### src/rtl/vfcm_pkg.sv
// ----------------------------------------------------------------------------
// Voxel face cull mesher package
// Shared constants, queue entry type and position helper for the mesher.
// ----------------------------------------------------------------------------
`default_nettype none

package vfcm_pkg;

  localparam int CHUNK_SIDE  = 16;
  localparam int STORE_DEPTH = CHUNK_SIDE * CHUNK_SIDE * CHUNK_SIDE;
  localparam int ADDR_W      = $clog2(STORE_DEPTH);
  localparam int CELL_W      = 4;
  localparam int ID_W        = 8;
  localparam int CHUNK_W     = 12;
  localparam int POS_W       = 18;
  localparam int VIDX_W      = 16;
  localparam int NUM_FACES   = 6;
  localparam int QUEUE_DEPTH = 2;
  localparam int QPTR_W      = $clog2(QUEUE_DEPTH);
  localparam int QCNT_W      = $clog2(QUEUE_DEPTH + 1);

  localparam logic [1:0] OP_WRITE = 2'd0;
  localparam logic [1:0] OP_MESH  = 2'd1;
  localparam logic [1:0] OP_CLEAR = 2'd2;

  localparam logic [1:0] CFG_CHUNK_X = 2'd0;
  localparam logic [1:0] CFG_CHUNK_Y = 2'd1;
  localparam logic [1:0] CFG_CHUNK_Z = 2'd2;
  localparam logic [1:0] CFG_AIR_ID  = 2'd3;

  localparam logic [1:0] TEX_SIDE   = 2'd0;
  localparam logic [1:0] TEX_TOP    = 2'd1;
  localparam logic [1:0] TEX_BOTTOM = 2'd2;

  localparam logic [1:0] CORNER_LAST = 2'd3;

  // Corner offset signs: bit 2 is x, bit 1 is y, bit 0 is z; a set bit is +1.
  localparam logic [2:0] CORNER_SIGN [NUM_FACES][4] = '{
    '{3'd2, 3'd3, 3'd1, 3'd0},
    '{3'd1, 3'd5, 3'd4, 3'd0},
    '{3'd2, 3'd6, 3'd4, 3'd0},
    '{3'd6, 3'd7, 3'd5, 3'd4},
    '{3'd3, 3'd7, 3'd6, 3'd2},
    '{3'd3, 3'd7, 3'd5, 3'd1}
  };

  localparam logic [1:0] FACE_KIND [NUM_FACES] = '{
    TEX_SIDE, TEX_BOTTOM, TEX_SIDE, TEX_SIDE, TEX_TOP, TEX_SIDE
  };

  typedef enum logic {
    JOB_MESH,
    JOB_CLEAR
  } job_kind_t;

  typedef struct packed {
    job_kind_t             kind;
    logic [CELL_W-1:0]     x;
    logic [CELL_W-1:0]     y;
    logic [CELL_W-1:0]     z;
    logic [NUM_FACES-1:0]  vis;
  } job_t;

  typedef struct packed {
    logic full;
    logic empty;
  } q_status_t;

  function automatic logic [ADDR_W-1:0] cell_addr(input logic [CELL_W-1:0] x,
                                                  input logic [CELL_W-1:0] y,
                                                  input logic [CELL_W-1:0] z);
    int a;
    a = (int'(x) * CHUNK_SIDE + int'(y)) * CHUNK_SIDE + int'(z);
    return ADDR_W'(a);
  endfunction

  function automatic logic signed [POS_W-1:0] half_pos(
      input logic signed [CHUNK_W-1:0] chunk,
      input logic [CELL_W-1:0]         coord,
      input logic                      plus);
    int p;
    p = 2 * (CHUNK_SIDE * int'(chunk) + int'(coord)) + (plus ? 1 : -1);
    return POS_W'(p);
  endfunction

endpackage

`default_nettype wire

### src/rtl/vfcm_fifo.sv
// ----------------------------------------------------------------------------
// Voxel face cull mesher job queue
// Short queue that parts the classifying front end from the vertex emitter.
// ----------------------------------------------------------------------------
`default_nettype none

module vfcm_fifo (
  input  wire logic               clk,
  input  wire logic               rst_n,
  input  wire logic               push,
  input  wire vfcm_pkg::job_t     push_job,
  input  wire logic               pop,
  output vfcm_pkg::job_t          pop_job,
  output vfcm_pkg::q_status_t     status
);
  import vfcm_pkg::*;

  job_t              mem_r [QUEUE_DEPTH];
  logic [QPTR_W-1:0] wr_ptr_r, rd_ptr_r;
  logic [QCNT_W-1:0] count_r;

  assign pop_job      = mem_r[rd_ptr_r];
  assign status.full  = (count_r == QCNT_W'(QUEUE_DEPTH));
  assign status.empty = (count_r == '0);

  always_ff @(posedge clk) begin
    if (push) begin
      mem_r[wr_ptr_r] <= push_job;
    end
  end

  always_ff @(posedge clk) begin
    if (!rst_n) begin
      wr_ptr_r <= '0;
      rd_ptr_r <= '0;
      count_r  <= '0;
    end else begin
      if (push) begin
        wr_ptr_r <= (wr_ptr_r == QPTR_W'(QUEUE_DEPTH - 1)) ? '0 : wr_ptr_r + 1'b1;
      end
      if (pop) begin
        rd_ptr_r <= (rd_ptr_r == QPTR_W'(QUEUE_DEPTH - 1)) ? '0 : rd_ptr_r + 1'b1;
      end
      if (push && !pop) begin
        count_r <= count_r + 1'b1;
      end else if (pop && !push) begin
        count_r <= count_r - 1'b1;
      end
    end
  end

`ifndef ASSERT_OFF
  a_no_push_full: assert property (@(posedge clk) disable iff (!rst_n)
    !(push && status.full))
    else $error("queue written while full");
  a_no_pop_empty: assert property (@(posedge clk) disable iff (!rst_n)
    !(pop && status.empty))
    else $error("queue read while empty");
`endif

endmodule

`default_nettype wire

### config.mk
export PLATFORM = sky130hd
export DESIGN_NAME = vfcm_fifo
export DESIGN_NICKNAME = d
export VERILOG_FILES = /design/src/rtl/vfcm_pkg.sv /design/src/rtl/vfcm_fifo.sv
export SDC_FILE = /design/constraint.sdc
export NUM_CORES = 1
export LEC_CHECK = 0
export BUFFER_PORTS_ARGS = -buffer_cell sky130_fd_sc_hd__buf_4
export CAP_MARGIN = 20
export CELL_PAD_IN_SITES_DETAIL_PLACEMENT = 1
export CELL_PAD_IN_SITES_GLOBAL_PLACEMENT = 1
export CORE_MARGIN = 2
export CORE_UTILIZATION = 45
export CTS_CLUSTER_DIAMETER = 30
export CTS_CLUSTER_SIZE = 30
export DETAILED_ROUTE_END_ITERATION = 8
export PLACE_DENSITY_LB_ADDON = 0.1
export SLEW_MARGIN = 20
export SYNTH_ARGS = -nofsm -noshare
export SYNTH_HDL_FRONTEND = slang
export SYNTH_SLANG_ARGS = --single-unit
### constraint.sdc
create_clock -name clk -period 3.9 [get_ports clk]
set_input_delay 0.39 -clock clk [delete_from_list [all_inputs] [get_ports clk]]
set_output_delay 0.39 -clock clk [all_outputs]
set_load 0.02 [all_outputs]
==> reports/results.txt, run 1 <==
Power density of the placed cells: 440.7 nW/um^2. At the pin with the least slew margin, the transition time is 1009 ps. The tools report the iteration-0 DRC count of the detailed router as 17. The H-tree was split into 2 levels.

Yosys attributes the largest share of cell area to sky130_fd_sc_hd__edfxtp_1, sky130_fd_sc_hd__mux2_2, sky130_fd_sc_hd__dfxtp_1, sky130_fd_sc_hd__and2_1, sky130_fd_sc_hd__xor2_1. Setup repair after global routing left no endpoint under its margin. The die covers 4025 sq um.

Synthesized-area fraction occupied by ao, oa, aoi and oai cells: 0.01259. The mux contribution to synthesized area works out to 0.1345. The run finished with clean final reports. The fraction of the mapped netlist area in adder cells came out at 0.007868. Derived from the worst setup path, the maximum achievable clock frequency is 455.1 MHz.

The top cell types in the final layout, fill and taps aside, are sky130_fd_sc_hd__buf_4, sky130_fd_sc_hd__edfxtp_1, sky130_fd_sc_hd__mux2_2. Via count of the first global-routing pass: 899. The critical path in this run is classified as reg -> out. Across the routed clock network, the largest skew measured is 3.333 ps.

The type of origin of the critical path was a flip-flop. In the final layout, flip-flops and latches occupy 1241 sq um. Fill cells in the final layout number 334. The run gives 0.5964 as the post-layout utilization of the core. The total inserted antenna cells is 0. The routed wire length per instance is 14.86 microns.

The TritonCTS buffer count was 5; the simple-gate share of the synthesized area was 0.03541. The die is 63.45 microns wide. The final period utilization works out to 0.5634. The detail route stage leaves a number of antenna-violating nets equal to 0.

The die boundary height is 63.45 microns. The tools report the net count after synthesis as 105. Walking the worst path, the cells encountered are mux2_2 -> buf_4.

For the starting density of the core, the log shows 0.4728. Cell type group with the largest total delay on the critical path: flip-flops. With fillers left out, the area of the finished cells amounts to 2006 sq um.

A synthesized cell averages 19.63 sq um. The share of synthesized area occupied by flip-flops and latches was 0.7805. The top cell type's share of synthesized area is 0.7175. Across the run, the number of max-cap violations was 0.

The tree is rooted in a sky130_fd_sc_hd__clkbuf_4. In the routed design, unresolved DRC markers number 0. The logs give 43 for the clock net sink count and 81 for the gate count of the mapped netlist.

The clock period minus final worst setup slack came out at 2197 ps. Setup violations remaining at the end of the flow were counted as 0. Across the VDD grid, the largest voltage drop is 0.0002124 V.

The final RePlAce weighted congestion is 0.5949. Main combinational cell family by area after synthesis: multiplexers. The mapped netlist covers 1590 sq um. The most common library cell in the layout ignoring fill and taps was sky130_fd_sc_hd__buf_4. The pin count of the biggest net entering global routing is 21, and the count of boundary I/O pins is 44.

The final hold violation count was 0; the delay of the slowest cell on the worst path was 890 ps. The first global-routing pass estimated 4.429 mm of wire. The number of placement rows was 21; the largest buffer count on any clock path was 2. In this run the standard cell core region covers 3363 sq um. The share of cells above drive strength 1 works out to 0.5308. Summing all multi-input logic gate instances after layout gives 331.6 sq um. The non-filler instance count after layout is 176.

The highest net fanout along the worst path is 19. Data on the critical path arrives at its endpoint at 1810 ps. Iteration count of the initial detailed-routing pass: 4. The number of instances in the placed design was 168; the count of distinct cell types in the synthesized netlist was 17. Cell type with the largest total area after synthesis: sky130_fd_sc_hd__edfxtp_1. The tools report the number of cells upsized or downsized after cts as 0.

At the end of the flow, the number of nets in the layout was 153. The number of antenna violations at the first check in global routing is 0. Among all stages on the critical path, the largest delay is contributed by sky130_fd_sc_hd__dfxtp_1.

The post-route worst setup slack was 1703 ps. Synthesis-stage register bit count: 43. Across all hold checks on the routed design, the worst slack comes to 229.9 ps. The number of buffers and inverters on the critical path is 1, and the endpoint required time on the critical path is 3510 ps. The number of vias per cell works out to 4.733. In this run the worst hold path is classified as in -> reg.

The instance area after placement was 1957 sq um. TritonCTS built the clock tree. The aggregate global routing overflow is 0, and the static leakage power is 0.7609 nW.

The total negative slack for setup checks was 0 ps; the synthesis warning total was 0. Total power draw: 0.8839 mW. The later-pin clock latency in the skew report is 340 ps, and the clock slew at the register clock pins of the worst setup and hold paths is 110 ps.

Prior to clock tree synthesis, the placed netlist has a worst setup slack of 2025 ps. After clock tree synthesis, the flow added hold-fix buffers numbering 0. The number of buffer cells added on primary ports is 43.

The total setup buffers inserted after CTS was 0; the half-perimeter wire length after detailed placement was 1.838 mm. The run gives 0.3243 as the worst max-slew margin expressed relative to the limit. The run gives 0 as the count of final max-slew check failures. The aggregate routed wire length was 2.615 mm; the routed via count was 833.

From synthesis to final layout, the design area changed by 26.12%. The total track usage was 0.1505; the post-synthesis xor/xnor area fraction was 0.01652. The worst setup path is captured at a primary output.
registers in the layout, summed over array words and instances, names as in the netlist, named ones only:
register and cells:
rd_ptr_r 1, wr_ptr_r 1, mem_r 38, count_r 2
layer usage:
layer / part of all wire / wire length, microns / vias up / track usage
li1: - / - / 402 / -
met2: 0.53 / 1374 / 27 / 0.2526
met3: 0.060 / 157 / 6 / 0.05893
met5: 0 / 0 / - / 0
met4: 0.016 / 43 / 0 / 0.05707
met1: 0.40 / 1040 / 398 / 0.1733
report_power, final:
group          leakage [nW]  internal, mW  switching [mW]
clock network        0.0265        0.0720           0.126
registers             0.398         0.530          0.0159
logic                 0.336        0.0735          0.0674
total                 0.761         0.675           0.209
synth_stat cells:
cell,n
sky130_fd_sc_hd__dfxtp_1,5
sky130_fd_sc_hd__o21a_1,1
sky130_fd_sc_hd__or3_1,1
sky130_fd_sc_hd__and2b_2,1
sky130_fd_sc_hd__xor2_1,2
sky130_fd_sc_hd__o21ai_0,1
sky130_fd_sc_hd__nor2b_1,2
sky130_fd_sc_hd__a21boi_1,1
sky130_fd_sc_hd__buf_6,1
sky130_fd_sc_hd__nor2_1,1
sky130_fd_sc_hd__inv_1,1
sky130_fd_sc_hd__buf_2,1
sky130_fd_sc_hd__ha_1,1
sky130_fd_sc_hd__edfxtp_1,38
sky130_fd_sc_hd__xnor2_1,1
sky130_fd_sc_hd__and2_1,4
sky130_fd_sc_hd__mux2_2,19
final cells by class:
type | count | area share
Clock buffer | 8 | 0.02433
Multi-Input combinational cell | 35 | 0.1653
Inverter | 1 | 0.001871
Tap cell | 46 | 0.02870
Sequential cell | 43 | 0.6188
Timing Repair Buffer | 43 | 0.1609
cell families after synthesis:
family	after synthesis
buffers and inverters	3
and+or+nand+nor	9
DFF	43
AOI/OAI and AO/OA	3
adders and majority gates	1
xor gates and xnor gates	3
muxes	19
worst paths after layout:
| kind | from | slack (ps) | to | cells past startpoint |
|---|---|---|---|---|
| hold / removal | push_job[10] | 230 | mem_r[0][10] | 1 |
| setup / recovery | flip-flop | 1700 | pop_job[17] | 2 |
| setup reg to reg | wr_ptr_r | 2400 | mem_r[0][13] | 1 |
| hold reg to reg | count_r[1] | 530 | count_r[1] | 2 |
No activity file was read; power rests on OpenSTA's default activity.
==> inputs of run 2 (changes only) <==
Settings changed: CORE_UTILIZATION 45 to 38.
Clock period 3.9 ns to 1.8 ns, I/O delays scaled along.
==> run 2 against run 1 <==
Effect of this change:
- cell count grew 5.7%
- cell area grew 5.7%
- die area grew 17%
- global-route usage is 2.0 points lower
- sequential cell count stayed put
- wire length is 4.6% higher
- largest power group unchanged
==> reports/results.txt, run 2 (synthesis results as in run 1) <==
The run gives 15 as the pin count of the biggest net entering global routing. Internal power comes to 1.731 mW. The tools report the count of final max-slew check failures as 0. The worst path meets setup with 254.5 ps of slack. The total overflow left after global routing is 0.

The clock slew at the register clock pins of the worst setup and hold paths works out to 80 ps. The run finished with clean final reports. The class of the worst hold path is in -> reg. Counting the fill cells in the layout gives 399.

The number of vias per cell came out at 4.677. The run gives 0.1390 as the met1 track demand over resource in global routing. The clock net sink count was 43.

Buffers placed on the I/O ports in this run total 43. The number of nets in the layout is 159. The number of antenna violations at the first check in global routing was 0. The floorplan step set the die width to 68.69 microns.

The worst-case IR drop observed on VDD is 0.0006692 V. The length in cells of the worst reg-to-reg path was 3. Prior to clock tree synthesis, the placed netlist has a worst setup slack of 565.1 ps. TritonCTS built the clock tree. The minimum hold slack is 61.37 ps, and the switching power as a share of total power is 0.2262. For the global-route wire length before repair, the log shows 4.153 mm.

The final period utilization was 0.8586. The run gives 0.3976 as the starting density of the core. The later pin in the worst-skew pair is clocked with a latency of 290 ps. In the final timing run, aggregate negative setup slack is 0 ps. The run gives 0.150 as the logic gate share of total power.

For the number of placement rows, the log shows 23. Across the run, the number of max-cap violations was 0. Of all nets on the critical path, the largest fanout is 10. TritonCTS created 5 clock buffers. The signal on the critical path passes through buf_4 -> mux2_2 -> buf_4.

STA classifies the critical path startpoint as a flip-flop. Among all stages on the critical path, the largest delay is contributed by sky130_fd_sc_hd__dfxtp_1. The clock period minus final worst setup slack is 1545 ps, and the flip-flop count of the largest register after layout is 38. The tools report the iteration count of the initial detailed-routing pass as 4. Worst setup path category: reg -> out. The most prevalent standard cell on the critical path was sky130_fd_sc_hd__buf_4.

The library cell used as clock root buffer was sky130_fd_sc_hd__clkbuf_8. The most heavily used metal layer in global routing was met2. After detailed routing, the average wire length per cell comes to 14.71 microns.

In this run the critical register-to-register path is captured at count_r[1]. The sequential group share of total power is 0.521. The worst setup path is captured at a primary output. The critical path ends at pop_job[2].

Setup repair after global routing left no endpoint under its margin. For this block, the routed nets add up to 2.736 mm of wire. Summed over all nets, the half-perimeter wirelength after detailed placement is 2.014 mm.

0 antenna diodes ended up in the layout. Relative to the synthesized area, the layout overhead comes to 33.28%. The run gives 0.5299 as the post-layout utilization of the core. For the area occupied by registers, the log shows 1241 sq um. The share of cells above drive strength 1 works out to 0.5735.

The die boundary height was 68.69 microns; the largest buffer count on any clock path was 2. The largest registers in the layout are mem_r x38, count_r x2. On the final layout, the worst clock skew is 6.649 ps. The transition time of the tightest slew-check pin was 165.4 ps.

For the iteration-0 DRC count of the detailed router, the log shows 45. The tools report the met2 layer usage reported by global route as 0.2163. The internal reg-to-reg setup slack was 780 ps.

The most flop-heavy register was mem_r. The logs give 0.8893 for the worst max-slew margin expressed relative to the limit and 0 for the number of cells upsized or downsized after cts. After detailed routing, the number of remaining DRC violations is 0. In this run the number of H-tree levels came out at 2.

The top cell types in the final layout, fill and taps aside, are sky130_fd_sc_hd__buf_4, sky130_fd_sc_hd__edfxtp_1, sky130_fd_sc_hd__mux2_2. The die footprint came out at 4718 sq um. After floorplanning, the core was sized to cover 4000 sq um.

For the final hold violation count, the log shows 0. The routed via count was 870. For the final RePlAce weighted congestion, the log shows 0.5781. Setup violations remaining at the end of the flow were counted as 0.

Summing all multi-input logic gate instances after layout gives 331.6 sq um. The arrival time of data at the critical path endpoint is 1370 ps, and the count of hold-fix buffers inserted at cts is 0. The power density of the placed cells was 1055 nW/um^2; the net load switching power was 0.5060 mW. The maximum clock frequency came out at 647.1 MHz.

The launch instance of the worst register-to-register path was count_r[0]. Number of nets with antenna violations after detailed routing: 0. The total track usage is 0.1306, and the total setup buffers inserted after CTS is 0.

Endpoint required time on the critical path: 1620 ps. The count of boundary I/O pins is 44. For this run, the slowest stage of the critical path takes 350 ps. The logs give 0.05682 for the met3 usage in global routing and 0.8233 nW for the static leakage power.

Via count of the first global-routing pass: 921. The most common library cell in the layout ignoring fill and taps was sky130_fd_sc_hd__buf_4. The relative contribution of the clock network to total power is 0.329.
-- run 2: changes by cell type in the layout (fill, tap and decap cells not counted), sizes merged --
cell and change:
buf +6, clkinv +2, clkbuf -3, bufinv +1
-- run 2: cell type report --
class                      count  share of cell area
clock buffer                   5             0.03247
clock inverter                 3             0.02066
inverter                       1            0.001771
multi-input combinational     35              0.1564
sequential                    43              0.5856
tap                           50             0.02952
timing repair buffer          49              0.1736
-- run 2: layer usage --
| metal | vias to the layer above | wire (microns) | part of all wire |
|---|---|---|---|
| met5 | - | 0 | 0 |
| met4 | 0 | 61 | 0.022 |
| met3 | 6 | 154 | 0.056 |
| met2 | 26 | 1521 | 0.56 |
| met1 | 427 | 998 | 0.36 |
| li1 | 411 | - | - |
-- run 2: worst min-delay path by stage --
stage / end / startpoint / slack [ps] / cells after the start
finish: mem_r[0][6] / push_job[6] / 60 / 1
global route: mem_r[0][6] / push_job[6] / 40 / 1
CTS: mem_r[0][6] / push_job[6] / 50 / 1
detailed placement: mem_r[1][6] / push_job[6] / 370 / 1
global placement: mem_r[1][18] / push_job[18] / 370 / 1
floorplan: mem_r[0][0] / push_job[0] / 280 / 0
-- run 2: metrics by stage --
| step | total power [mW] | area, sq um | instances |
|---|---|---|---|
| final | 2.237 | 2120 | 186 |
| after CTS | 2.273 | 2120 | 186 |
| after detailed placement | 1.532 | 2007 | 178 |
| after global placement | 1.518 | 2007 | 178 |
| after floorplan | 1.372 | 1590 | 81 |
| after global routing | 2.324 | 2120 | 186 |
-- run 2: power groups by stage --
stage          Clock, mW  Combinational (mW)  Sequential, mW
2_1_floorplan          0               0.189            1.18
3_3_place_gp           0               0.333            1.19
3_5_place_dp           0               0.341            1.19
4_1_cts            0.762               0.343            1.17
5_1_grt            0.786               0.364            1.17
6_report           0.736               0.334            1.17
-- run 2: worst max-delay path: cells and delay by family (launching register included) --
family	cells	cell delay, ps
buffers and inverters	2	360
muxes	1	350
DFF	1	350
