**src/rtl/vfcm_pkg.sv**
```systemverilog
// ----------------------------------------------------------------------------
// Voxel face cull mesher package
// Shared constants, queue entry type and position helper for the mesher.
// ----------------------------------------------------------------------------
`default_nettype none

package vfcm_pkg;

  localparam int CHUNK_SIDE  = 16;
  localparam int STORE_DEPTH = CHUNK_SIDE * CHUNK_SIDE * CHUNK_SIDE;
  localparam int ADDR_W      = $clog2(STORE_DEPTH);
  localparam int CELL_W      = 4;
  localparam int ID_W        = 8;
  localparam int CHUNK_W     = 12;
  localparam int POS_W       = 18;
  localparam int VIDX_W      = 16;
  localparam int NUM_FACES   = 6;
  localparam int QUEUE_DEPTH = 2;
  localparam int QPTR_W      = $clog2(QUEUE_DEPTH);
  localparam int QCNT_W      = $clog2(QUEUE_DEPTH + 1);

  localparam logic [1:0] OP_WRITE = 2'd0;
  localparam logic [1:0] OP_MESH  = 2'd1;
  localparam logic [1:0] OP_CLEAR = 2'd2;

  localparam logic [1:0] CFG_CHUNK_X = 2'd0;
  localparam logic [1:0] CFG_CHUNK_Y = 2'd1;
  localparam logic [1:0] CFG_CHUNK_Z = 2'd2;
  localparam logic [1:0] CFG_AIR_ID  = 2'd3;

  localparam logic [1:0] TEX_SIDE   = 2'd0;
  localparam logic [1:0] TEX_TOP    = 2'd1;
  localparam logic [1:0] TEX_BOTTOM = 2'd2;

  localparam logic [1:0] CORNER_LAST = 2'd3;

  // Corner offset signs: bit 2 is x, bit 1 is y, bit 0 is z; a set bit is +1.
  localparam logic [2:0] CORNER_SIGN [NUM_FACES][4] = '{
    '{3'd2, 3'd3, 3'd1, 3'd0},
    '{3'd1, 3'd5, 3'd4, 3'd0},
    '{3'd2, 3'd6, 3'd4, 3'd0},
    '{3'd6, 3'd7, 3'd5, 3'd4},
    '{3'd3, 3'd7, 3'd6, 3'd2},
    '{3'd3, 3'd7, 3'd5, 3'd1}
  };

  localparam logic [1:0] FACE_KIND [NUM_FACES] = '{
    TEX_SIDE, TEX_BOTTOM, TEX_SIDE, TEX_SIDE, TEX_TOP, TEX_SIDE
  };

  typedef enum logic {
    JOB_MESH,
    JOB_CLEAR
  } job_kind_t;

  typedef struct packed {
    job_kind_t             kind;
    logic [CELL_W-1:0]     x;
    logic [CELL_W-1:0]     y;
    logic [CELL_W-1:0]     z;
    logic [NUM_FACES-1:0]  vis;
  } job_t;

  typedef struct packed {
    logic full;
    logic empty;
  } q_status_t;

  function automatic logic [ADDR_W-1:0] cell_addr(input logic [CELL_W-1:0] x,
                                                  input logic [CELL_W-1:0] y,
                                                  input logic [CELL_W-1:0] z);
    int a;
    a = (int'(x) * CHUNK_SIDE + int'(y)) * CHUNK_SIDE + int'(z);
    return ADDR_W'(a);
  endfunction

  function automatic logic signed [POS_W-1:0] half_pos(
      input logic signed [CHUNK_W-1:0] chunk,
      input logic [CELL_W-1:0]         coord,
      input logic                      plus);
    int p;
    p = 2 * (CHUNK_SIDE * int'(chunk) + int'(coord)) + (plus ? 1 : -1);
    return POS_W'(p);
  endfunction

endpackage

`default_nettype wire

```
**src/rtl/vfcm_back.sv**
```systemverilog
// ----------------------------------------------------------------------------
// Voxel face cull mesher back end
// Walks the visible faces of a queued job and emits four vertices per face.
// ----------------------------------------------------------------------------
`default_nettype none

module vfcm_back (
  input  wire logic                                 clk,
  input  wire logic                                 rst_n,
  input  wire vfcm_pkg::q_status_t                  q_status,
  input  wire vfcm_pkg::job_t                       pop_job,
  output logic                                      pop,
  input  wire logic signed [vfcm_pkg::CHUNK_W-1:0]  chunk_x,
  input  wire logic signed [vfcm_pkg::CHUNK_W-1:0]  chunk_y,
  input  wire logic signed [vfcm_pkg::CHUNK_W-1:0]  chunk_z,
  output logic                                      out_valid,
  input  wire logic                                 out_stall,
  output logic signed [vfcm_pkg::POS_W-1:0]         out_pos_x,
  output logic signed [vfcm_pkg::POS_W-1:0]         out_pos_y,
  output logic signed [vfcm_pkg::POS_W-1:0]         out_pos_z,
  output logic [2:0]                                out_face,
  output logic [1:0]                                out_tex_kind,
  output logic [1:0]                                out_corner,
  output logic [vfcm_pkg::VIDX_W-1:0]               out_vertex_index,
  output logic                                      out_last
);
  import vfcm_pkg::*;

  typedef enum logic {
    S_IDLE,
    S_RUN
  } state_t;

  state_t               state_r;
  logic [CELL_W-1:0]    x_r, y_r, z_r;
  logic [NUM_FACES-1:0] rem_r;
  logic [1:0]           corner_r;
  logic [VIDX_W-1:0]    vcount_r;
  logic                 out_valid_r;

  logic [2:0]           face;
  logic [NUM_FACES-1:0] rem_after;
  logic [2:0]           sign;
  logic                 load, final_vtx;

  always_comb begin
    face = '0;
    for (int i = NUM_FACES - 1; i >= 0; i--) begin
      if (rem_r[i]) begin
        face = 3'(i);
      end
    end
  end

  assign rem_after = rem_r & ~(NUM_FACES'(1) << face);
  assign final_vtx = (corner_r == CORNER_LAST) && (rem_after == '0);
  assign sign      = CORNER_SIGN[face][corner_r];
  assign load      = (state_r == S_RUN) && (!out_valid_r || !out_stall);
  assign pop       = (state_r == S_IDLE) && !q_status.empty;
  assign out_valid = out_valid_r;

  always_ff @(posedge clk) begin
    if (load) begin
      out_pos_x        <= half_pos(chunk_x, x_r, sign[2]);
      out_pos_y        <= half_pos(chunk_y, y_r, sign[1]);
      out_pos_z        <= half_pos(chunk_z, z_r, sign[0]);
      out_face         <= face;
      out_tex_kind     <= FACE_KIND[face];
      out_corner       <= corner_r;
      out_vertex_index <= vcount_r;
      out_last         <= final_vtx;
    end
  end

  always_ff @(posedge clk) begin
    if (!rst_n) begin
      state_r     <= S_IDLE;
      out_valid_r <= 1'b0;
      vcount_r    <= '0;
      corner_r    <= '0;
      rem_r       <= '0;
    end else begin
      if (load) begin
        out_valid_r <= 1'b1;
      end else if (!out_stall) begin
        out_valid_r <= 1'b0;
      end
      unique case (state_r)
        S_IDLE: begin
          if (pop) begin
            if (pop_job.kind == JOB_CLEAR) begin
              vcount_r <= '0;
            end else begin
              x_r      <= pop_job.x;
              y_r      <= pop_job.y;
              z_r      <= pop_job.z;
              rem_r    <= pop_job.vis;
              corner_r <= '0;
              state_r  <= S_RUN;
            end
          end
        end
        S_RUN: begin
          if (load) begin
            vcount_r <= vcount_r + 1'b1;
            corner_r <= corner_r + 2'd1;
            if (corner_r == CORNER_LAST) begin
              rem_r <= rem_after;
              if (rem_after == '0) begin
                state_r <= S_IDLE;
              end
            end
          end
        end
      endcase
    end
  end

`ifndef ASSERT_OFF
  a_last_on_corner: assert property (@(posedge clk) disable iff (!rst_n)
    (out_valid_r && out_last) |-> (out_corner == CORNER_LAST))
    else $error("last flag on a vertex that does not close a quad");
  a_run_has_face: assert property (@(posedge clk) disable iff (!rst_n)
    (state_r == S_RUN) |-> (rem_r != '0))
    else $error("emitter running with no face left");
`endif

endmodule

`default_nettype wire

```
**config.mk**
```make
export PLATFORM = sky130hd
export DESIGN_NAME = vfcm_back
export DESIGN_NICKNAME = d
export VERILOG_FILES = /design/src/rtl/vfcm_pkg.sv /design/src/rtl/vfcm_back.sv
export SDC_FILE = /design/constraint.sdc
export NUM_CORES = 1
export LEC_CHECK = 0
export ABC_AREA = 1
export BUFFER_PORTS_ARGS = -buffer_cell sky130_fd_sc_hd__buf_2
export CORE_MARGIN = 4
export CORE_UTILIZATION = 44
export DETAILED_ROUTE_END_ITERATION = 10
export MAX_ROUTING_LAYER = met4
export PLACE_DENSITY = 0.77
export SLEW_MARGIN = 20
export SYNTH_ARGS = -nofsm -noshare
export SYNTH_HDL_FRONTEND = slang
export SYNTH_SLANG_ARGS = --single-unit
```
**constraint.sdc**
```tcl
create_clock -name clk -period 4.2 [get_ports clk]
set_input_delay 1.05 -clock clk [delete_from_list [all_inputs] [get_ports clk]]
set_output_delay 1.05 -clock clk [all_outputs]
set_load 0.005 [all_outputs]
```
==> results of run 1 <==
per-layer routing:
layer	wire length [um]	vias up
li1	-	2972
met1	7310	2629
met2	7300	147
met3	720	23
met4	208	0
met5	0	-
worst register-to-register path, cell delays in order, from the launching register on:
cell	delay, ns
dfxtp_1	0.32
inv_1	0.06
o21ai_0	0.21
a21oi_1	0.09
nor2_1	0.29
inv_1	0.11
ha_1	0.31
o21ai_0	0.14
nand3_1	0.09
nand2_1	0.06
inv_1	0.15
ha_1	0.28
fa_1	0.45
nand2_1	0.10
nand3_1	0.11
nand3_1	0.09
nand2_1	0.11
a21oi_1	0.18
inv_1	0.06
nand2_1	0.05
nand2_1	0.04
placed cells by master, fill, tap and decap left out, types with 6 or more instances in the layout:
master     count
nand2_1      196
buf_2        135
edfxtp_1      87
inv_1         81
a21oi_1       78
nor2_1        67
nand3_1       58
ha_1          55
o21ai_0       39
dfxtp_1       26
xor2_1        24
clkbuf_16     21
nand4_1        9
buf_4          6
area by class of cell:
class | count | area share (%)
clock buffer | 26 | 6.86
timing repair buffer | 141 | 8.76
tap | 184 | 2.80
sequential | 113 | 38.1
multi-input combinational | 576 | 39.2
clock inverter | 6 | 0.456
inverter | 83 | 3.79
flip-flops by register name, summed over array words and instances (netlist names):
register	count
out_pos_x	17
out_pos_y	17
out_pos_z	17
out_vertex_index	16
vcount_r	16
rem_r	6
x_r	4
y_r	4
z_r	4
out_face	3
corner_r	2
out_corner	2
out_tex_kind	2
out_last	1
out_valid	1
state_r	1
kinds of logic after synthesis:
family,count (synthesis)
AND/OR/NAND/NOR,352
AO/OA/AOI/OAI,135
flip-flops,113
buffers and inverters,89
adder cells (fa/ha/maj),58
XOR/XNOR,28
other,1
cell usage after synthesis:
cell type / number / area, sq um
nor3_1: 3 / 15.0
o21a_1: 1 / 7.51
nand3_2: 2 / 20.0
a21o_1: 4 / 30.0
buf_4: 3 / 22.5
nor2_2: 2 / 12.5
clkbuf_1: 1 / 3.75
a31oi_1: 4 / 25.0
or2_1: 1 / 6.26
o21ai_0: 40 / 200
nand3b_4: 1 / 20.0
ha_1: 55 / 688
inv_1: 82 / 308
nor4_1: 1 / 6.26
nand4_1: 9 / 56.3
a21oi_2: 1 / 8.76
o31ai_1: 1 / 7.51
nand3b_1: 5 / 37.5
conb_1: 1 / 3.75
o21ai_1: 3 / 15.0
a21boi_0: 1 / 7.51
xor2_1: 24 / 210
nand2_2: 3 / 18.8
nand3_1: 58 / 290
and2_1: 1 / 6.26
dfxtp_1: 26 / 521
o21ai_2: 1 / 8.76
o21bai_1: 1 / 7.51
buf_6: 1 / 11.3
nand2_1: 196 / 736
nor2_1: 67 / 251
xnor2_1: 4 / 35.0
nor2_4: 2 / 22.5
buf_1: 1 / 3.75
inv_2: 1 / 3.75
fa_1: 3 / 60.1
nor3_2: 1 / 10.0
edfxtp_1: 87 / 2610
a21oi_1: 78 / 390
final timing paths:
path                                       endpoint   startpoint  slack [ns]
worst max-delay path                  out_pos_z[13]     rem_r[5]        0.65
worst min-delay path            out_vertex_index[4]  vcount_r[4]        0.49
worst min register to register  out_vertex_index[4]  vcount_r[4]        0.49
worst max register to register        out_pos_z[13]     rem_r[5]        0.65
metrics by stage:
step	setup WS, ns	cells	utilization (%)	total power [W]
after global placement	0.708	1097	51.9	0.00286
after global routing	0.232	1129	55.9	0.00460
after CTS	0.615	1129	55.9	0.00433
after floorplan	0.510	778	-	0.00250
after detailed placement	0.631	1097	51.9	0.00289
final	0.653	1129	55.9	0.00431
power groups by stage:
stage          sequential, W  clock [W]  combinational (W)
2_1_floorplan        0.00147          0            0.00103
3_3_place_gp         0.00146          0            0.00140
3_5_place_dp         0.00146          0            0.00143
4_1_cts              0.00144    0.00145            0.00144
5_1_grt              0.00145    0.00150            0.00165
6_report             0.00144    0.00142            0.00145
==> results.py, run 1 <==
metrics = {
    "placed_design": {
        "hpwl_mm": 11.8,
        "placed_area_sq_um": 7620,
        "place.gp.congestion": 0.910,
        "numPortBuffers": 135,
    },
    "timing": {
        "setup-violations-final": 0,
        "worst_pin_slew_ns": 0.857,
        "finalCriticalPeriod_ns": 3.55,
        "hold_slack_ns": 0.491,
        "fmax_mhz": 282,
        "min_period_over_period_pct": 84.5,
        "final-hold-violation-count": 0,
        "final_max_slew_viol_count": 0,
        "max_slew_margin_pct": 42.5,
        "rsz0062_at_grt": "no",
        "setup_tns_ns": 0,
        "finalClockSkew_ns": 0.00719,
    },
    "worst_setup_path": {
        "crit_buf_inv": 4,
        "critPathCaptureType": "flop",
        "cp_max_fo": 8,
        "cp_common_cell": "nand2_1",
        "path_depth": 20,
        "crit_chain": "inv_1, o21ai_0, a21oi_1, nor2_1, inv_1, ha_1, o21ai_0, nand3_1, nand2_1, inv_1, ha_1, fa_1, nand2_1, nand3_1, nand3_1, nand2_1, a21oi_1, inv_1, nand2_1, nand2_1",
        "arrival_ns": 3.72,
        "max_stage_delay_ns": 0.45,
        "required_ns": 4.37,
        "cpMaxStageDelayCell": "fa_1",
        "reg2regPathDepth": 20,
        "cpLargestDelayFamily": "adder cells",
        "critical_path_class": "flop to flop",
        "worstSetupStartpointType": "flop",
    },
    "power_and_ir_drop": {
        "power_density_nw_per_um2": 524,
        "pwr-share-comb_pct": 33.7,
        "power.leakage_nw": 3.83,
        "p_switching_w": 0.00144,
        "p_int_w": 0.00287,
        "vdd_drop_max_v": 0.000288,
        "switching_share_pct": 33.5,
        "power_frac_seq_pct": 33.4,
        "pwr-share-clk_pct": 33.0,
    },
    "finish": {
        "drive_gt1_share_pct": 19.6,
        "design_area_sq_um": 8220,
        "multiInputGateArea_sq_um": 3230,
        "num-fill-cells": 1343,
        "diodes": 0,
        "nets": 1050,
        "seqCellArea_sq_um": 3130,
        "synthToLayoutAreaGrowth_pct": 22.7,
    },
    "global_routing": {
        "grt-ovfl-total": 0,
        "use_met1_pct": 23.8,
        "grt_pass1_wl_mm": 25.4,
        "first_global_vias": 5340,
        "grt_busiest_layer": "met2",
        "antenna_found_initial": 0,
        "grt_usage_pct": 18.5,
        "grt_max_degree": 36,
        "grtUsageMet2_pct": 29.6,
        "grt_use_met3_pct": 3.71,
    },
    "die": {
        "start_util_pct": 45.6,
        "rows": 44,
        "fp.dieW_um": 131,
        "die_h_um": 131,
        "core_sq_um": 14700,
        "io_pins": 140,
        "die_area_sq_um": 17300,
    },
    "route": {
        "drt_iter0_markers": 323,
        "viasPerCell": 5.11,
        "totalWireLength_mm": 15.5,
        "via_count": 5771,
        "firstDrtPassIters": 7,
        "drc_errors": 0,
        "wl_per_cell_um": 13.8,
        "ant_nets": 0,
    },
    "job": {
        "drv_cap": 0,
    },
    "clocking": {
        "cts_resized": 0,
        "clk_latency_ns": 0.41,
        "cts_buffers": 17,
        "htreeDepth": 4,
        "clk_pin_slew_ns": 0.05,
        "clock-sinks": 113,
        "postCtsSetupRepairBufs": 0,
        "max-clock-path-buffers": 2,
        "cts_root_buffer": "clkbuf_16",
        "cts_hold_buf": 0,
        "tritoncts": "built",
    },
    "synthesis": {
        "yosys_register_bits": 113,
        "seq_area_frac_synth_pct": 46.8,
        "synth_area_sq_um": 6700,
        "yosysUniqueCellTypes": 39,
        "ys_warn_count": 0,
        "synth_top_family_by_area": "simple AND/OR/NAND/NOR gates",
        "synth-simple-area-share_pct": 22.5,
        "synth.avg_cell_area_sq_um": 8.63,
        "synth_xor_area_share_pct": 3.66,
        "synthAdderAreaFrac_pct": 11.2,
        "synthCells": 776,
        "muxShareOfSynthArea_pct": 0,
        "synth_compound_area_share_pct": 10.6,
    },
    "outcome": {
        "status": "finished clean",
    },
    "worst_hold_path": {
        "hold_class": "flop to flop",
        "holdPathStages": 0,
    },
}
No activity file was read; power rests on OpenSTA's default activity.
==> run 2: changes to the inputs <==
clock period = 3.4 ns   (was 4.2 ns; I/O delays follow)
==> run 2 against run 1 <==
Against the previous run:
- power rose by 24%
- cell count rose by 0.35%
- hold slack worse by 0.018 ns
- critical path type unchanged
- utilization grew 0.40 points
- non-clock buffer count rose by 1
- largest power group unchanged
- clock power increased by 22%
- flip-flop and latch count unchanged
- sequential share of layout area down 0.27 points
- count of clock-buffer cells in the layout fell by 8
==> results.py, run 2 (synthesis gave the netlist of run 1 again) <==
metrics = {
    "power_and_ir_drop": {
        "power_density_nw_per_um2": 644,
        "p_int_w": 0.00348,
        "pwr-share-clk_pct": 32.5,
        "power_frac_seq_pct": 33.2,
        "switching_share_pct": 34.9,
        "p_switching_w": 0.00186,
        "vdd_drop_max_v": 0.000391,
        "power.leakage_nw": 3.83,
        "pwr-share-comb_pct": 34.3,
        "total_power_w": 0.00534,
    },
    "timing": {
        "final-hold-violation-count": 0,
        "setup_tns_ns": 0,
        "hold_slack_ns": 0.473,
        "fmax_mhz": 318,
        "min_period_over_period_pct": 92.4,
        "rsz0062_at_grt": "yes",
        "final_max_slew_viol_count": 0,
        "setup-violations-final": 0,
        "finalClockSkew_ns": 0.00758,
        "max_slew_margin_pct": 61.8,
        "finalCriticalPeriod_ns": 3.14,
        "worst_pin_slew_ns": 0.572,
    },
    "route": {
        "viasPerCell": 5.11,
        "drt_iter0_markers": 331,
        "ant_nets": 0,
        "via_count": 5786,
        "wl_per_cell_um": 13.8,
        "drc_errors": 0,
        "firstDrtPassIters": 7,
        "totalWireLength_mm": 15.6,
    },
    "worst_setup_path": {
        "ff2ff_setup_slack_ns": 0.26,
        "worstSetupStartpointType": "flop",
        "cp_common_cell": "nand2_1",
        "crit_chain": "inv_1, o21ai_2, a21oi_1, nor2_1, buf_4, ha_2, nor2_1, a21oi_1, o21ai_0, nand2_1, inv_1, buf_6, ha_1, nand2_1, inv_1, nand3_1, nand2_1, nand2_1, nand2_1, nand2_1, inv_1, nor2_1",
        "arrival_ns": 3.31,
        "cpMaxStageDelayCell": "ha_1",
        "cpLargestDelayFamily": "simple AND/OR/NAND/NOR gates",
        "cp_max_fo": 16,
        "critPathCaptureType": "flop",
        "required_ns": 3.57,
        "critical_path_class": "flop to flop",
        "max_stage_delay_ns": 0.38,
        "crit_buf_inv": 6,
    },
    "placed_design": {
        "hpwl_mm": 11.6,
        "place.gp.congestion": 0.917,
        "dp_cells": 1098,
        "numPortBuffers": 135,
    },
    "clocking": {
        "postCtsSetupRepairBufs": 0,
        "clk_latency_ns": 0.41,
        "max-clock-path-buffers": 2,
        "cts_buffers": 17,
        "tritoncts": "built",
        "clock-sinks": 113,
        "htreeDepth": 4,
        "cts_root_buffer": "clkbuf_16",
        "clk_pin_slew_ns": 0.06,
    },
    "global_routing": {
        "grt_usage_pct": 18.8,
        "antenna_found_initial": 2,
        "first_global_vias": 5509,
        "grt_pass1_wl_mm": 25.9,
        "grt_max_degree": 67,
        "grt-ovfl-total": 0,
    },
    "die": {
        "die_h_um": 131,
        "core_sq_um": 14700,
        "rows": 44,
        "io_pins": 140,
        "start_util_pct": 45.6,
        "fp.dieW_um": 131,
        "die_area_sq_um": 17300,
    },
    "worst_hold_path": {
        "hold_class": "flop to flop",
    },
    "finish": {
        "stdcell_count": 1133,
        "nets": 1051,
        "largestRegisters": "out_pos_x x17, out_pos_y x17, out_pos_z x17",
        "final_common_cell": "nand2_1",
        "layout_common_cells": "nand2_1, buf_2, edfxtp_1",
        "drive_gt1_share_pct": 21.6,
        "synthToLayoutAreaGrowth_pct": 23.6,
        "num-fill-cells": 1342,
    },
    "outcome": {
        "status": "finished clean",
    },
    "job": {
        "drv_cap": 0,
    },
}
-- run 2: power groups by stage --
| stage | clock network (W) | registers (W) | logic (W) |
|---|---|---|---|
| 2_1_floorplan | 0 | 0.00182 | 0.00127 |
| 3_3_place_gp | 0 | 0.00180 | 0.00175 |
| 3_5_place_dp | 0 | 0.00180 | 0.00178 |
| 4_1_cts | 0.00176 | 0.00178 | 0.00179 |
| 5_1_grt | 0.00184 | 0.00179 | 0.00209 |
| 6_report | 0.00173 | 0.00177 | 0.00183 |
-- run 2: what timing repair did --
item	CTS	global route
setup endpoints to repair	0	16
gates resized for setup	0	18
hold buffers	0	0
-- run 2: cell type report --
class	instances	area, sq um	share of cell area, %
inverter	83	313	3.78
sequential	113	3130	37.8
clock inverter	14	129	1.56
antenna	3	7.51	0.0906
timing repair buffer	142	748	9.03
tap	184	230	2.78
clock buffer	18	450	5.44
multi-input combinational	576	3270	39.5
-- run 2: layer usage --
layer / part of all wire [%] / track usage (%)
met4: 1.9 / 7.47
met1: 45 / 23.2
met3: 5.9 / 5.31
met2: 47 / 29.3
met5: 0 / -
-- run 2: stage by stage --
stage,setup WS (ns),utilization [%],area (sq um)
final,0.259,56.4,8280
after global routing,-0.0320,56.3,8280
after CTS,0.0149,55.9,8220
after detailed placement,0.0262,52.0,7640
after global placement,0.153,52.0,7640
after floorplan,0.0168,-,6710
-- run 2: worst paths after layout --
path,startpoint,endpoint,depth (start not counted)
max,rem_r[5],out_pos_z[12],22
min reg2reg,vcount_r[4],out_vertex_index[4],0
min,vcount_r[4],out_vertex_index[4],0
max reg2reg,rem_r[5],out_pos_z[12],22
==> run 3: changes to the inputs <==
PLACE_DENSITY = 0.75   (was 0.77)
==> run 3 against run 2 <==
Against the previous run:
- hold slack improved by 0.020 ns
- combinational power is 2% higher
- non-clock buffer count up 2
- via count decreased by 0.21%
- critical path depth is 6 lower
- count of clock-buffer cells in the layout up 1
- design area rose by 0.94%
- sequential power barely moved
- largest cell class unchanged
- fmax down 1.6%
- highest routed layer unchanged
- wire length rose by 1.4%
- register-to-register slack worse by 0.05 ns
==> results.py, run 3 (synthesis gave the netlist of run 1 again) <==
metrics = {
    "outcome": {
        "status": "finished clean",
    },
    "worst_setup_path": {
        "cp_max_fo": 15,
        "arrival_ns": 3.36,
        "cp_common_cell": "nand2_1",
        "worstSetupStartpointType": "flop",
        "cpMaxStageDelayCell": "dfxtp_1",
        "crit_buf_inv": 2,
        "crit_chain": "nor2_1, nand2_1, ha_1, nor2_1, a21oi_1, o21ai_0, nand2_1, inv_2, buf_6, ha_2, a21oi_1, o21ai_0, a21oi_1, nand2_1, nand2_1, nand2_1",
        "cpLargestDelayFamily": "compound AO/OA/AOI/OAI gates",
        "required_ns": 3.57,
        "critPathCaptureType": "flop",
        "critical_path_class": "flop to flop",
        "max_stage_delay_ns": 0.36,
    },
    "global_routing": {
        "antenna_found_initial": 1,
        "first_global_vias": 5550,
        "grt-ovfl-total": 0,
        "grt_usage_pct": 18.7,
        "grt_max_degree": 52,
        "grt_pass1_wl_mm": 26.0,
    },
    "clocking": {
        "postCtsSetupRepairBufs": 0,
        "clk_pin_slew_ns": 0.06,
        "cts_buffers": 17,
        "cts_root_buffer": "clkbuf_16",
        "clk_latency_ns": 0.42,
        "htreeDepth": 4,
        "tritoncts": "built",
        "max-clock-path-buffers": 2,
        "clock-sinks": 113,
    },
    "timing": {
        "worst_pin_slew_ns": 0.663,
        "final-hold-violation-count": 0,
        "finalCriticalPeriod_ns": 3.19,
        "setup_tns_ns": 0,
        "fmax_mhz": 313,
        "final_max_slew_viol_count": 0,
        "hold_slack_ns": 0.493,
        "setup-violations-final": 0,
        "finalClockSkew_ns": 0.0110,
        "min_period_over_period_pct": 93.9,
        "max_slew_margin_pct": 55.8,
    },
    "finish": {
        "layout_common_cells": "nand2_1, buf_2, edfxtp_1",
        "num-fill-cells": 1328,
        "nets": 1053,
        "largestRegisters": "out_pos_x x17, out_pos_y x17, out_pos_z x17",
        "drive_gt1_share_pct": 22.3,
        "synthToLayoutAreaGrowth_pct": 24.8,
        "stdcell_count": 1134,
        "final_common_cell": "nand2_1",
        "fin_util_pct": 56.9,
    },
    "die": {
        "start_util_pct": 45.6,
        "io_pins": 140,
        "fp.dieW_um": 131,
        "die_area_sq_um": 17300,
        "die_h_um": 131,
        "core_sq_um": 14700,
        "rows": 44,
    },
    "power_and_ir_drop": {
        "p_switching_w": 0.00187,
        "switching_share_pct": 34.2,
        "vdd_drop_max_v": 0.000358,
        "power.leakage_nw": 3.85,
        "power_frac_seq_pct": 32.4,
        "pwr-share-comb_pct": 34.1,
        "total_power_w": 0.00548,
        "p_int_w": 0.00360,
        "power_density_nw_per_um2": 655,
        "pwr-share-clk_pct": 33.5,
    },
    "route": {
        "firstDrtPassIters": 5,
        "wl_per_cell_um": 13.9,
        "totalWireLength_mm": 15.8,
        "viasPerCell": 5.09,
        "via_count": 5774,
        "drt_iter0_markers": 334,
        "m1WireLength_mm": 7.13,
        "wl_met2_mm": 7.49,
        "ant_nets": 0,
        "drc_errors": 0,
        "routed.top_layer": "met4",
        "wl_met3_um": 928,
    },
    "job": {
        "drv_cap": 0,
    },
    "placed_design": {
        "dp_cells": 1100,
        "numPortBuffers": 135,
        "place.gp.congestion": 0.910,
        "hpwl_mm": 11.8,
    },
    "worst_hold_path": {
        "hold_class": "flop to flop",
    },
}
==> run 3: power by group through the flow <==
| stage | clock (W) | sequential (W) | combinational [W] |
|---|---|---|---|
| after floorplan | 0 | 0.00182 | 0.00127 |
| after global placement | 0 | 0.00180 | 0.00174 |
| after detailed placement | 0 | 0.00180 | 0.00177 |
| after CTS | 0.00187 | 0.00178 | 0.00179 |
| after global routing | 0.00193 | 0.00179 | 0.00213 |
| final | 0.00183 | 0.00178 | 0.00187 |
==> run 3: through the flow <==
stage,area [sq um],setup WS (ns)
after floorplan,6710,0.0168
after global placement,7640,0.0672
after detailed placement,7640,-0.0133
after CTS,8260,0.0148
after global routing,8360,-0.0217
final,8360,0.207
==> run 3: final timing paths <==
check                                      endpoint         from  cells past startpoint  slack [ns]
worst max-delay path                  out_pos_z[16]     rem_r[0]                     16        0.21
worst min-delay path            out_vertex_index[4]  vcount_r[4]                      0        0.49
worst max register to register        out_pos_z[16]     rem_r[0]                     16        0.21
worst min register to register  out_vertex_index[4]  vcount_r[4]                      0        0.49
==> run 3: routing by layer <==
metal	vias to the layer above	GRT usage [%]
met3	23	5.16
met2	157	29.3
met5	-	-
li1	2972	-
met1	2622	23.9
met4	0	5.83
==> run 3: timing repair <==
item	CTS	global route
hold endpoints to repair	0	0
hold buffers	0	0
pin swaps	0	2
resized for setup	1	24
setup endpoints to repair	1	18
==> run 3: area by class of cell <==
class | count | area [sq um] | area share, %
clock inverter | 13 | 146 | 1.75
timing repair buffer | 144 | 751 | 8.98
tap | 184 | 230 | 2.75
sequential | 113 | 3130 | 37.5
clock buffer | 19 | 464 | 5.55
multi-input combinational | 576 | 3320 | 39.7
inverter | 83 | 312 | 3.73
antenna | 2 | 5.00 | 0.0599
==> run 3: worst reg2reg max path, delay by kind of cell (launching register included) <==
family,cells,cell delay (ns)
fa+ha+maj,2,0.61
simple gates,7,0.77
flops,1,0.36
compound gates,5,0.84
buf+inv,2,0.36
